## config.mk

```make
export PLATFORM = sky130hd
export DESIGN_NAME = dns_leg_classifier
export DESIGN_NICKNAME = d
export VERILOG_FILES = /design/src/design/dlc_pkg.sv /design/src/design/dlc_front.sv /design/src/design/dlc_cmd_queue.sv /design/src/design/dlc_back.sv /design/src/design/dns_leg_classifier.sv
export SDC_FILE = /design/constraint.sdc
export NUM_CORES = 2
export LEC_CHECK = 0
export BUFFER_PORTS_ARGS = -buffer_cell sky130_fd_sc_hd__buf_2
export CAP_MARGIN = 10
export CORE_MARGIN = 2
export CORE_UTILIZATION = 49
export CTS_CLUSTER_DIAMETER = 120
export CTS_CLUSTER_SIZE = 40
export DETAILED_ROUTE_END_ITERATION = 8
export PLACE_DENSITY = 0.67
export SYNTH_ARGS = -nofsm -noshare
export SYNTH_HDL_FRONTEND = slang
export SYNTH_MEMORY_MAX_BITS = 65536
export SYNTH_SLANG_ARGS = --single-unit
```

## constraint.sdc

```tcl
create_clock -name i_clk -period 11.9 [get_ports i_clk]
set_input_delay 2.38 -clock i_clk [delete_from_list [all_inputs] [get_ports i_clk]]
set_output_delay 2.38 -clock i_clk [all_outputs]
set_load 0.1 [all_outputs]
```

## src/design/dlc_pkg.sv

```systemverilog
package dlc_pkg;

    localparam int DEFAULT_TABLE_DEPTH = 16;
    localparam int QUEUE_DEPTH         = 4;
    localparam int QUEUE_PTR_W         = $clog2(QUEUE_DEPTH);
    localparam int QUEUE_CNT_W         = $clog2(QUEUE_DEPTH + 1);

    localparam logic [15:0] SERVER_PORT = 16'd53;
    localparam logic [63:0] V4_MASK     = 64'hFFFF_FFFF_0000_0000;

    localparam logic [1:0] ROLE_UNKNOWN  = 2'd0;
    localparam logic [1:0] ROLE_CLIENT   = 2'd1;
    localparam logic [1:0] ROLE_BACKEND  = 2'd2;
    localparam logic [1:0] ROLE_UPSTREAM = 2'd3;

    typedef enum logic [1:0] {
        REQ_INS_LOCAL   = 2'd0,
        REQ_INS_BACKEND = 2'd1,
        REQ_CLASSIFY    = 2'd2
    } t_req_type;

    typedef enum logic [1:0] {
        CMD_NONE,
        CMD_INS_LOCAL,
        CMD_INS_BACKEND,
        CMD_LOOKUP
    } t_cmd_kind;

    typedef enum logic [2:0] {
        S_IDLE,
        S_LOC_RD,
        S_LOC_CMP,
        S_BE_RD,
        S_BE_CMP,
        S_EMIT
    } t_back_state;

    typedef struct packed {
        logic [1:0]  req_type;
        logic        is_v6;
        logic [63:0] src_addr_hi;
        logic [63:0] src_addr_lo;
        logic [15:0] src_port_num;
        logic [63:0] dst_addr_hi;
        logic [63:0] dst_addr_lo;
        logic [15:0] dst_port_num;
    } t_in_word;

    typedef struct packed {
        logic [1:0] leg_role;
        logic       srv_is_local;
        logic       insert_dropped;
    } t_out_word;

    typedef struct packed {
        t_cmd_kind   kind;
        logic        v6;
        logic [63:0] addr_hi;
        logic [63:0] addr_lo;
    } t_cmd;

    typedef struct packed {
        logic        v6;
        logic [63:0] addr_hi;
        logic [63:0] addr_lo;
    } t_entry;

    typedef struct packed {
        logic      pop;
        logic      wr_loc;
        logic      wr_be;
        logic      cmd_load;
        logic      idx_clr;
        logic      idx_inc;
        logic      res_load;
        t_out_word res;
        logic      out_load;
    } t_back_ctrl;

    // Entries and commands both hold the address already masked to its family.
    function automatic logic entry_match(t_entry e, t_cmd c);
        entry_match = (e.v6 == c.v6) && (e.addr_hi == c.addr_hi) && (e.addr_lo == c.addr_lo);
    endfunction

endpackage

```

## src/design/dlc_front.sv

```systemverilog
module dlc_front
    import dlc_pkg::*;
(
    input  logic     i_in_valid,
    output logic     o_in_ready,
    input  t_in_word i_in_data,
    input  logic     i_q_full,
    output logic     o_push,
    output t_cmd     o_cmd
);

    logic        srv_dst;
    logic        srv_src;
    logic [63:0] src_hi;
    logic [63:0] src_lo;
    logic [63:0] dst_hi;
    logic [63:0] dst_lo;

    assign o_in_ready = !i_q_full;
    assign o_push     = i_in_valid && !i_q_full;

    assign srv_dst = (i_in_data.dst_port_num == SERVER_PORT) &&
                     (i_in_data.src_port_num != SERVER_PORT);
    assign srv_src = (i_in_data.src_port_num == SERVER_PORT) &&
                     (i_in_data.dst_port_num != SERVER_PORT);

    // keep only the significant bytes for IPv4
    assign src_hi = i_in_data.is_v6 ? i_in_data.src_addr_hi : (i_in_data.src_addr_hi & V4_MASK);
    assign src_lo = i_in_data.is_v6 ? i_in_data.src_addr_lo : 64'd0;
    assign dst_hi = i_in_data.is_v6 ? i_in_data.dst_addr_hi : (i_in_data.dst_addr_hi & V4_MASK);
    assign dst_lo = i_in_data.is_v6 ? i_in_data.dst_addr_lo : 64'd0;

    always_comb begin
        o_cmd.kind    = CMD_NONE;
        o_cmd.v6      = i_in_data.is_v6;
        o_cmd.addr_hi = src_hi;
        o_cmd.addr_lo = src_lo;
        case (i_in_data.req_type)
            REQ_INS_LOCAL: begin
                o_cmd.kind = CMD_INS_LOCAL;
            end
            REQ_INS_BACKEND: begin
                o_cmd.kind = CMD_INS_BACKEND;
            end
            REQ_CLASSIFY: begin
                if (srv_dst) begin
                    o_cmd.kind    = CMD_LOOKUP;
                    o_cmd.addr_hi = dst_hi;
                    o_cmd.addr_lo = dst_lo;
                end else if (srv_src) begin
                    o_cmd.kind = CMD_LOOKUP;
                end
            end
            default: begin
                o_cmd.kind = CMD_NONE;
            end
        endcase
    end

endmodule

```

## src/design/dlc_cmd_queue.sv

```systemverilog
module dlc_cmd_queue
    import dlc_pkg::*;
(
    input  logic i_clk,
    input  logic i_rst_n,
    input  logic i_push,
    input  t_cmd i_cmd,
    output logic o_full,
    input  logic i_pop,
    output t_cmd o_head,
    output logic o_empty
);

    t_cmd                   r_mem [QUEUE_DEPTH];
    logic [QUEUE_PTR_W-1:0] r_wr_ptr;
    logic [QUEUE_PTR_W-1:0] r_rd_ptr;
    logic [QUEUE_CNT_W-1:0] r_cnt;
    logic                   do_push;
    logic                   do_pop;

    assign o_full  = (r_cnt == QUEUE_CNT_W'(QUEUE_DEPTH));
    assign o_empty = (r_cnt == '0);
    assign do_push = i_push && !o_full;
    assign do_pop  = i_pop && !o_empty;
    assign o_head  = r_mem[r_rd_ptr];

    always_ff @(posedge i_clk) begin
        if (!i_rst_n) begin
            r_wr_ptr <= '0;
            r_rd_ptr <= '0;
            r_cnt    <= '0;
        end else begin
            if (do_push) begin
                r_wr_ptr <= r_wr_ptr + QUEUE_PTR_W'(1);
            end
            if (do_pop) begin
                r_rd_ptr <= r_rd_ptr + QUEUE_PTR_W'(1);
            end
            if (do_push && !do_pop) begin
                r_cnt <= r_cnt + QUEUE_CNT_W'(1);
            end else if (do_pop && !do_push) begin
                r_cnt <= r_cnt - QUEUE_CNT_W'(1);
            end
        end
    end

    always_ff @(posedge i_clk) begin
        if (do_push) begin
            r_mem[r_wr_ptr] <= i_cmd;
        end
    end

endmodule

```

## src/design/dlc_back.sv

```systemverilog
module dlc_back
    import dlc_pkg::*;
#(
    parameter int TABLE_DEPTH = DEFAULT_TABLE_DEPTH
) (
    input  logic      i_clk,
    input  logic      i_rst_n,
    input  t_cmd      i_q_head,
    input  logic      i_q_empty,
    output logic      o_q_pop,
    output logic      o_out_valid,
    input  logic      i_out_ready,
    output t_out_word o_out_data
);

    localparam int IDX_W = (TABLE_DEPTH > 1) ? $clog2(TABLE_DEPTH) : 1;
    localparam int CNT_W = $clog2(TABLE_DEPTH + 1);

    t_entry           r_loc_mem [TABLE_DEPTH];
    t_entry           r_be_mem  [TABLE_DEPTH];
    t_entry           r_loc_rd;
    t_entry           r_be_rd;
    t_back_state      r_state;
    t_back_state      n_state;
    t_cmd             r_cmd;
    logic [CNT_W-1:0] r_idx;
    logic [CNT_W-1:0] r_loc_cnt;
    logic [CNT_W-1:0] r_be_cnt;
    t_out_word        r_res;
    logic             r_out_valid;
    t_out_word        r_out;
    t_back_ctrl       ctrl;
    t_entry           head_entry;
    logic             loc_full;
    logic             be_full;
    logic             loc_hit;
    logic             be_hit;
    logic             loc_last;
    logic             be_last;
    logic             out_free;

    assign head_entry = '{v6: i_q_head.v6, addr_hi: i_q_head.addr_hi, addr_lo: i_q_head.addr_lo};
    assign loc_full   = (r_loc_cnt == CNT_W'(TABLE_DEPTH));
    assign be_full    = (r_be_cnt == CNT_W'(TABLE_DEPTH));
    assign loc_hit    = entry_match(r_loc_rd, r_cmd);
    assign be_hit     = entry_match(r_be_rd, r_cmd);
    assign loc_last   = ((r_idx + CNT_W'(1)) == r_loc_cnt);
    assign be_last    = ((r_idx + CNT_W'(1)) == r_be_cnt);
    assign out_free   = !r_out_valid || i_out_ready;

    assign o_q_pop     = ctrl.pop;
    assign o_out_valid = r_out_valid;
    assign o_out_data  = r_out;

    always_comb begin
        n_state = r_state;
        case (r_state)
            S_IDLE: begin
                if (!i_q_empty) begin
                    if (i_q_head.kind == CMD_LOOKUP) begin
                        if (r_loc_cnt != '0) begin
                            n_state = S_LOC_RD;
                        end else if (r_be_cnt != '0) begin
                            n_state = S_BE_RD;
                        end else begin
                            n_state = S_EMIT;
                        end
                    end else begin
                        n_state = S_EMIT;
                    end
                end
            end
            S_LOC_RD: begin
                n_state = S_LOC_CMP;
            end
            S_LOC_CMP: begin
                if (loc_hit) begin
                    n_state = S_EMIT;
                end else if (loc_last) begin
                    n_state = (r_be_cnt != '0) ? S_BE_RD : S_EMIT;
                end else begin
                    n_state = S_LOC_RD;
                end
            end
            S_BE_RD: begin
                n_state = S_BE_CMP;
            end
            S_BE_CMP: begin
                n_state = (be_hit || be_last) ? S_EMIT : S_BE_RD;
            end
            S_EMIT: begin
                if (out_free) begin
                    n_state = S_IDLE;
                end
            end
            default: begin
                n_state = S_IDLE;
            end
        endcase
    end

    always_comb begin
        ctrl = '0;
        case (r_state)
            S_IDLE: begin
                if (!i_q_empty) begin
                    ctrl.pop      = 1'b1;
                    ctrl.res_load = 1'b1;
                    case (i_q_head.kind)
                        CMD_INS_LOCAL: begin
                            ctrl.wr_loc             = !loc_full;
                            ctrl.res.insert_dropped = loc_full;
                        end
                        CMD_INS_BACKEND: begin
                            ctrl.wr_be              = !be_full;
                            ctrl.res.insert_dropped = be_full;
                        end
                        CMD_LOOKUP: begin
                            ctrl.cmd_load     = 1'b1;
                            ctrl.idx_clr      = 1'b1;
                            ctrl.res.leg_role = ROLE_UPSTREAM;
                        end
                        default: begin
                            ctrl.res.leg_role = ROLE_UNKNOWN;
                        end
                    endcase
                end
            end
            S_LOC_CMP: begin
                if (loc_hit) begin
                    ctrl.res_load         = 1'b1;
                    ctrl.res.leg_role     = ROLE_CLIENT;
                    ctrl.res.srv_is_local = 1'b1;
                end else if (loc_last) begin
                    ctrl.idx_clr = 1'b1;
                end else begin
                    ctrl.idx_inc = 1'b1;
                end
            end
            S_BE_CMP: begin
                if (be_hit) begin
                    ctrl.res_load     = 1'b1;
                    ctrl.res.leg_role = ROLE_BACKEND;
                end else if (!be_last) begin
                    ctrl.idx_inc = 1'b1;
                end
            end
            S_EMIT: begin
                ctrl.out_load = out_free;
            end
            default: begin
                ctrl = '0;
            end
        endcase
    end

    always_ff @(posedge i_clk) begin
        if (!i_rst_n) begin
            r_state     <= S_IDLE;
            r_loc_cnt   <= '0;
            r_be_cnt    <= '0;
            r_out_valid <= 1'b0;
        end else begin
            r_state <= n_state;
            if (ctrl.wr_loc) begin
                r_loc_cnt <= r_loc_cnt + CNT_W'(1);
            end
            if (ctrl.wr_be) begin
                r_be_cnt <= r_be_cnt + CNT_W'(1);
            end
            if (ctrl.out_load) begin
                r_out_valid <= 1'b1;
            end else if (i_out_ready) begin
                r_out_valid <= 1'b0;
            end
        end
    end

    always_ff @(posedge i_clk) begin
        if (ctrl.cmd_load) begin
            r_cmd <= i_q_head;
        end
        if (ctrl.idx_clr) begin
            r_idx <= '0;
        end else if (ctrl.idx_inc) begin
            r_idx <= r_idx + CNT_W'(1);
        end
        if (ctrl.res_load) begin
            r_res <= ctrl.res;
        end
        if (ctrl.out_load) begin
            r_out <= r_res;
        end
    end

    // table memories: write at the fill count, registered read at the scan index
    always_ff @(posedge i_clk) begin
        if (ctrl.wr_loc) begin
            r_loc_mem[r_loc_cnt[IDX_W-1:0]] <= head_entry;
        end
        r_loc_rd <= r_loc_mem[r_idx[IDX_W-1:0]];
    end

    always_ff @(posedge i_clk) begin
        if (ctrl.wr_be) begin
            r_be_mem[r_be_cnt[IDX_W-1:0]] <= head_entry;
        end
        r_be_rd <= r_be_mem[r_idx[IDX_W-1:0]];
    end

    a_cnt_bound: assert property (@(posedge i_clk) disable iff (!i_rst_n)
        (r_loc_cnt <= CNT_W'(TABLE_DEPTH)) && (r_be_cnt <= CNT_W'(TABLE_DEPTH)))
        else $error("table fill count beyond depth");

    a_scan_in_range: assert property (@(posedge i_clk) disable iff (!i_rst_n)
        ((r_state == S_LOC_CMP) |-> (r_idx < r_loc_cnt)) and
        ((r_state == S_BE_CMP) |-> (r_idx < r_be_cnt)))
        else $error("scan index past filled entries");

    a_pop_nonempty: assert property (@(posedge i_clk) disable iff (!i_rst_n)
        ctrl.pop |-> (!i_q_empty && (r_state == S_IDLE)))
        else $error("pop from empty queue or while busy");

    a_emit_holds: assert property (@(posedge i_clk) disable iff (!i_rst_n)
        ((r_state == S_EMIT) && r_out_valid && !i_out_ready) |=>
        ((r_state == S_EMIT) && $stable(r_out)))
        else $error("result emitted over a waiting word");

endmodule

```

## src/design/dns_leg_classifier.sv

```systemverilog
// DNS leg classifier. Insert words fill a local and a backend address table
// (TABLE_DEPTH entries each, a full table drops the insert and flags it);
// classify words pick the port-53 endpoint and look its address up, local
// table first, then backend. The front accepts one word per cycle, unless
// the four-deep command queue is full; the back works one command at a
// time. An insert, or a packet without a single port-53 side, goes from idle
// straight to the emit state in the back. A lookup scans local, then backend
// entries one at a time through the registered memory read port, each in a
// read then a compare state, until a hit or until all local_count +
// backend_count entries are read. Tables need no clearing after reset.
module dns_leg_classifier
    import dlc_pkg::*;
#(
    parameter int TABLE_DEPTH = DEFAULT_TABLE_DEPTH
) (
    input  logic      i_clk,
    input  logic      i_rst_n,
    input  logic      i_in_valid,
    output logic      o_in_ready,
    input  t_in_word  i_in_data,
    output logic      o_out_valid,
    input  logic      i_out_ready,
    output t_out_word o_out_data
);

    logic push;
    logic pop;
    logic q_full;
    logic q_empty;
    t_cmd front_cmd;
    t_cmd q_head;

    dlc_front u_front (
        .i_in_valid (i_in_valid),
        .o_in_ready (o_in_ready),
        .i_in_data  (i_in_data),
        .i_q_full   (q_full),
        .o_push     (push),
        .o_cmd      (front_cmd)
    );

    dlc_cmd_queue u_queue (
        .i_clk   (i_clk),
        .i_rst_n (i_rst_n),
        .i_push  (push),
        .i_cmd   (front_cmd),
        .o_full  (q_full),
        .i_pop   (pop),
        .o_head  (q_head),
        .o_empty (q_empty)
    );

    dlc_back #(
        .TABLE_DEPTH (TABLE_DEPTH)
    ) u_back (
        .i_clk       (i_clk),
        .i_rst_n     (i_rst_n),
        .i_q_head    (q_head),
        .i_q_empty   (q_empty),
        .o_q_pop     (pop),
        .o_out_valid (o_out_valid),
        .i_out_ready (i_out_ready),
        .o_out_data  (o_out_data)
    );

endmodule
```

==> impl_metrics.prom <==
# TYPE chip_impl_metric gauge
chip_impl_info{name="status",value="completed"} 1
chip_impl_metric{name="syn_nets",unit=""} 8158
chip_impl_metric{name="synth.cell_area",unit="um2"} 189000
chip_impl_metric{name="die_h",unit="um"} 625
chip_impl_metric{name="layout_worst_path_cycle_share",unit=""} 0.462
chip_impl_metric{name="synth_cells",unit=""} 7844
chip_impl_info{name="start_kind",value="flip-flop"} 1
chip_impl_metric{name="grt_antenna_before_repair",unit=""} 21
chip_impl_info{name="synth_largest_area_cell",value="sky130_fd_sc_hd__edfxtp_1"} 1
chip_impl_metric{name="required",unit="ns"} 12.45
chip_impl_metric{name="ys_ff_latch",unit=""} 5075
chip_impl_metric{name="synth_warn",unit=""} 0
chip_impl_metric{name="insertion_delay_to_the_later_sink_of_the_worst_skew_pair",unit="ns"} 0.97
chip_impl_info{name="synth.area.top_cells",value="sky130_fd_sc_hd__edfxtp_1, sky130_fd_sc_hd__mux4_2, sky130_fd_sc_hd__dfxtp_1"} 1
chip_impl_metric{name="io_pins",unit=""} 301
chip_impl_metric{name="finalSetupTns",unit="ns"} 0
chip_impl_metric{name="total_leakage_power",unit="uW"} 0.0612
chip_impl_metric{name="ctsLongestPathBuffers",unit=""} 4
chip_impl_info{name="min-delay-start",value="u_back.r_res[2]"} 1
chip_impl_metric{name="timing.fmax",unit="MHz"} 182
chip_impl_metric{name="drtPass1Iterations",unit=""} 5
chip_impl_metric{name="drcViolationCount",unit=""} 0
chip_impl_metric{name="port_buffers",unit=""} 300
chip_impl_info{name="kind_of_path_behind_the_tightest_hold_check",value="reg2reg"} 1
chip_impl_metric{name="cts.clk_slew.worst_paths",unit="ns"} 0.13
chip_impl_metric{name="cp_data_arrival_time",unit="ns"} 6.04
chip_impl_info{name="hold_end",value="u_back.o_out_data[2]"} 1
chip_impl_metric{name="synth_top_area_frac",unit=""} 0.760
chip_impl_metric{name="htree_num_levels",unit=""} 4
chip_impl_metric{name="final_layout_size_suffix_gt1_frac",unit=""} 0.260
chip_impl_metric{name="drc_marker_count_from_the_first_detailed_route_iteration",unit=""} 11500
chip_impl_info{name="layout.cells.most_common_list",value="sky130_fd_sc_hd__edfxtp_1, sky130_fd_sc_hd__mux4_2, sky130_fd_sc_hd__nand2_1"} 1
chip_impl_info{name="critPathSlowestCell",value="sky130_fd_sc_hd__nor2_4"} 1
chip_impl_metric{name="worstRegToRegCells",unit=""} 9
chip_impl_metric{name="critical_path.max_stage_delay",unit="ns"} 0.95
chip_impl_info{name="unrepaired_setup_endpoints_after_global_routing",value="no"} 1
chip_impl_info{name="clockRootBuffer",value="sky130_fd_sc_hd__clkbuf_16"} 1
chip_impl_metric{name="detail_route.vias_per_cell",unit=""} 6.30
chip_impl_metric{name="asyncSetResetFlopFracSynth",unit=""} 0
chip_impl_metric{name="wire_per_inst",unit="um"} 34.6
chip_impl_metric{name="gp_congestion",unit=""} 0.817
chip_impl_metric{name="report.final.setup_viol",unit=""} 0
chip_impl_metric{name="global_route.overflow_total",unit=""} 0
chip_impl_info{name="commonest_non_fill_non_tap_cell_in_the_layout",value="sky130_fd_sc_hd__edfxtp_1"} 1
chip_impl_info{name="cp_cell_sequence",value="mux4_2 > inv_1 > ha_1 > nand2_1 > a31oi_1 > nand2_1 > nor2_4 > buf_4 > buf_4"} 1
chip_impl_metric{name="post_synth.cell_area_avg",unit="um2"} 24.1
chip_impl_metric{name="core_area",unit="um2"} 385000
chip_impl_metric{name="count_of_hold_buffers_inserted_by_post_cts_repair",unit=""} 0
chip_impl_metric{name="maxcap_violations",unit=""} 0
chip_impl_metric{name="initial_core_util",unit=""} 0.491
chip_impl_metric{name="edff_count_synth",unit=""} 4789
chip_impl_metric{name="min_delay_path_depth",unit=""} 0
chip_impl_metric{name="timing.final.crit_period",unit="ns"} 5.49
chip_impl_metric{name="r2r_slack",unit="ns"} 6.41
chip_impl_info{name="critical_path_class",value="reg2reg"} 1
chip_impl_metric{name="dp_hpwl",unit="um"} 268000
chip_impl_metric{name="worst-slew-pin-transition",unit="ns"} 1.28
chip_impl_metric{name="placement_rows",unit=""} 228
chip_impl_metric{name="area_delta_synth_final",unit="%"} 6.97
chip_impl_metric{name="slew_violations",unit=""} 0
chip_impl_info{name="critPathCaptureType",value="flip-flop"} 1
chip_impl_metric{name="power_density",unit="nW/um2"} 213
chip_impl_metric{name="final.hold.worst_slack",unit="ns"} 0.496
chip_impl_info{name="cts_tree",value="done"} 1
chip_impl_metric{name="via_count",unit=""} 83800
chip_impl_metric{name="post_cts_resized",unit=""} 0
chip_impl_metric{name="grt_util_all_layers",unit=""} 0.235
chip_impl_metric{name="yosysSeqAreaShare",unit=""} 0.791
chip_impl_info{name="ys_dominant_reg_cell",value="sky130_fd_sc_hd__edfxtp_1"} 1
chip_impl_metric{name="max_slew_margin",unit=""} 0.137
chip_impl_metric{name="vdd.ir_drop.worst",unit="mV"} 0.185
chip_impl_metric{name="hold_viol",unit=""} 0
chip_impl_metric{name="finalWirelength",unit="um"} 461000
chip_impl_metric{name="first_global_vias",unit=""} 85100
chip_impl_metric{name="post_cts_setup_driven_buffer_insertion_count",unit=""} 0
chip_impl_metric{name="die_width",unit="um"} 625
chip_impl_metric{name="timing.critical_path.fanout_max",unit=""} 37
chip_impl_metric{name="skew",unit="ns"} 0.0747
chip_impl_metric{name="final_antenna_net_count",unit=""} 0
chip_impl_metric{name="clock-sinks",unit=""} 5075
chip_impl_info{name="crit-reg2reg-capture",value="u_back.r_be_mem[14][103]"} 1
chip_impl_metric{name="cts_buffers",unit=""} 153
chip_impl_metric{name="layout.nets",unit=""} 8436
chip_impl_metric{name="grt_start_max_net_pins",unit=""} 140
chip_impl_metric{name="post_synth_num_cell_types",unit=""} 52
chip_impl_metric{name="grt_first_pass_wirelength",unit="um"} 649000
chip_impl_metric{name="design.die.area",unit="um2"} 391000
==> metrics by stage <==
stage               std cells  cell area, um2  setup slack [ns]  total power, uW   util
finish                  13300          202000              6.41            43100  0.526
global route            13300          202000              6.10            44500  0.526
CTS                     13300          202000              6.32            43400  0.526
detailed placement      13000          198000              5.97            35900  0.513
global placement        13000          198000              6.11            35700  0.513
floorplan                7844          189000             0.175            31400      -
==> worst max-delay path: cells and delay by family, from the launching register on <==
| kind | cells | cell delay, ns |
|---|---|---|
| AND/OR/NAND/NOR | 3 | 1.48 |
| buffers and inverters | 3 | 1.48 |
| AO/OA/AOI/OAI | 1 | 0.56 |
| adder cells (fa/ha/maj) | 1 | 0.20 |
| multiplexers | 1 | 0.59 |
| flip-flops | 1 | 0.61 |
==> cell type report <==
cell class / count / area, um2
diodes: 7 / 17.5
clock buffers: 255 / 4330
clock inverters: 20 / 349
fillers: 28600 / 183000
inverters: 29 / 114
multi-input cells: 2373 / 38400
flip-flops and latches: 5075 / 150000
well taps: 5060 / 6330
repair buffers: 490 / 3220
==> cells in the mapped netlist, drive strengths merged (2+ instances only) <==
master	instances
clkbuf	257
xor2	235
o31ai	4
o21ai	4
nor4	64
xnor2	35
edfxtp	4789
nand4	24
a22oi	2
nand3	8
a22o	3
nand2	319
mux2i	6
or3	2
nor3	18
buf	110
and2	14
dfxtp	286
inv	29
o211ai	4
a31oi	3
a21oi	6
a21boi	98
nor2b	7
o22ai	8
mux4	1421
nand2b	7
and3	5
or4	3
nor2	40
ha	18
==> worst max path at each step <==
stage | slack, ns | start | cells past startpoint | to
global route | 6.10 | flip-flop | 9 | u_back.r_be_mem[14][103]
CTS | 6.32 | flip-flop | 9 | u_back.r_be_mem[14][103]
finish | 6.41 | flip-flop | 9 | u_back.r_be_mem[14][103]
floorplan | 0.17 | flip-flop | 9 | u_back.r_loc_mem[3][0]
detailed placement | 5.97 | i_in_data[1] | 10 | u_queue.r_mem[2][91]
global placement | 6.11 | i_in_data[1] | 10 | u_queue.r_mem[0][95]
==> registers in the layout, summed over array words and instances (netlist names), named ones only <==
name,cells
u_back.o_out_data,4
u_back.o_out_valid,1
u_back.r_be_cnt,5
u_back.r_be_mem,2064
u_back.r_be_rd,129
u_back.r_cmd,129
u_back.r_idx,5
u_back.r_loc_cnt,5
u_back.r_loc_mem,2064
u_back.r_loc_rd,129
u_back.r_res,4
u_back.r_state,3
u_queue.r_cnt,3
u_queue.r_mem,524
u_queue.r_rd_ptr,2
u_queue.r_wr_ptr,2
==> power breakdown <==
part           switching, uW  internal [uW]
Clock                   5080           2640
Sequential               733          22400
Combinational           7190           5040
==> per-layer routing <==
layer	vias up	GRT usage	share of wire
met5	-	0	0.000039
met4	4	0.0480	0.022
met3	401	0.0255	0.075
met2	3749	0.396	0.51
met1	46200	0.336	0.40
li1	33400	-	-
==> cells by family after synthesis <==
group,after synthesis,synth area share
flops,5075,0.791
xor+xnor,270,0.0125
compound gates,139,0.00549
fa+ha+maj,19,0.00130
buf+inv,396,0.00792
mux,1427,0.170
simple gates,518,0.0125
No activity file was read; power rests on OpenSTA's default activity.
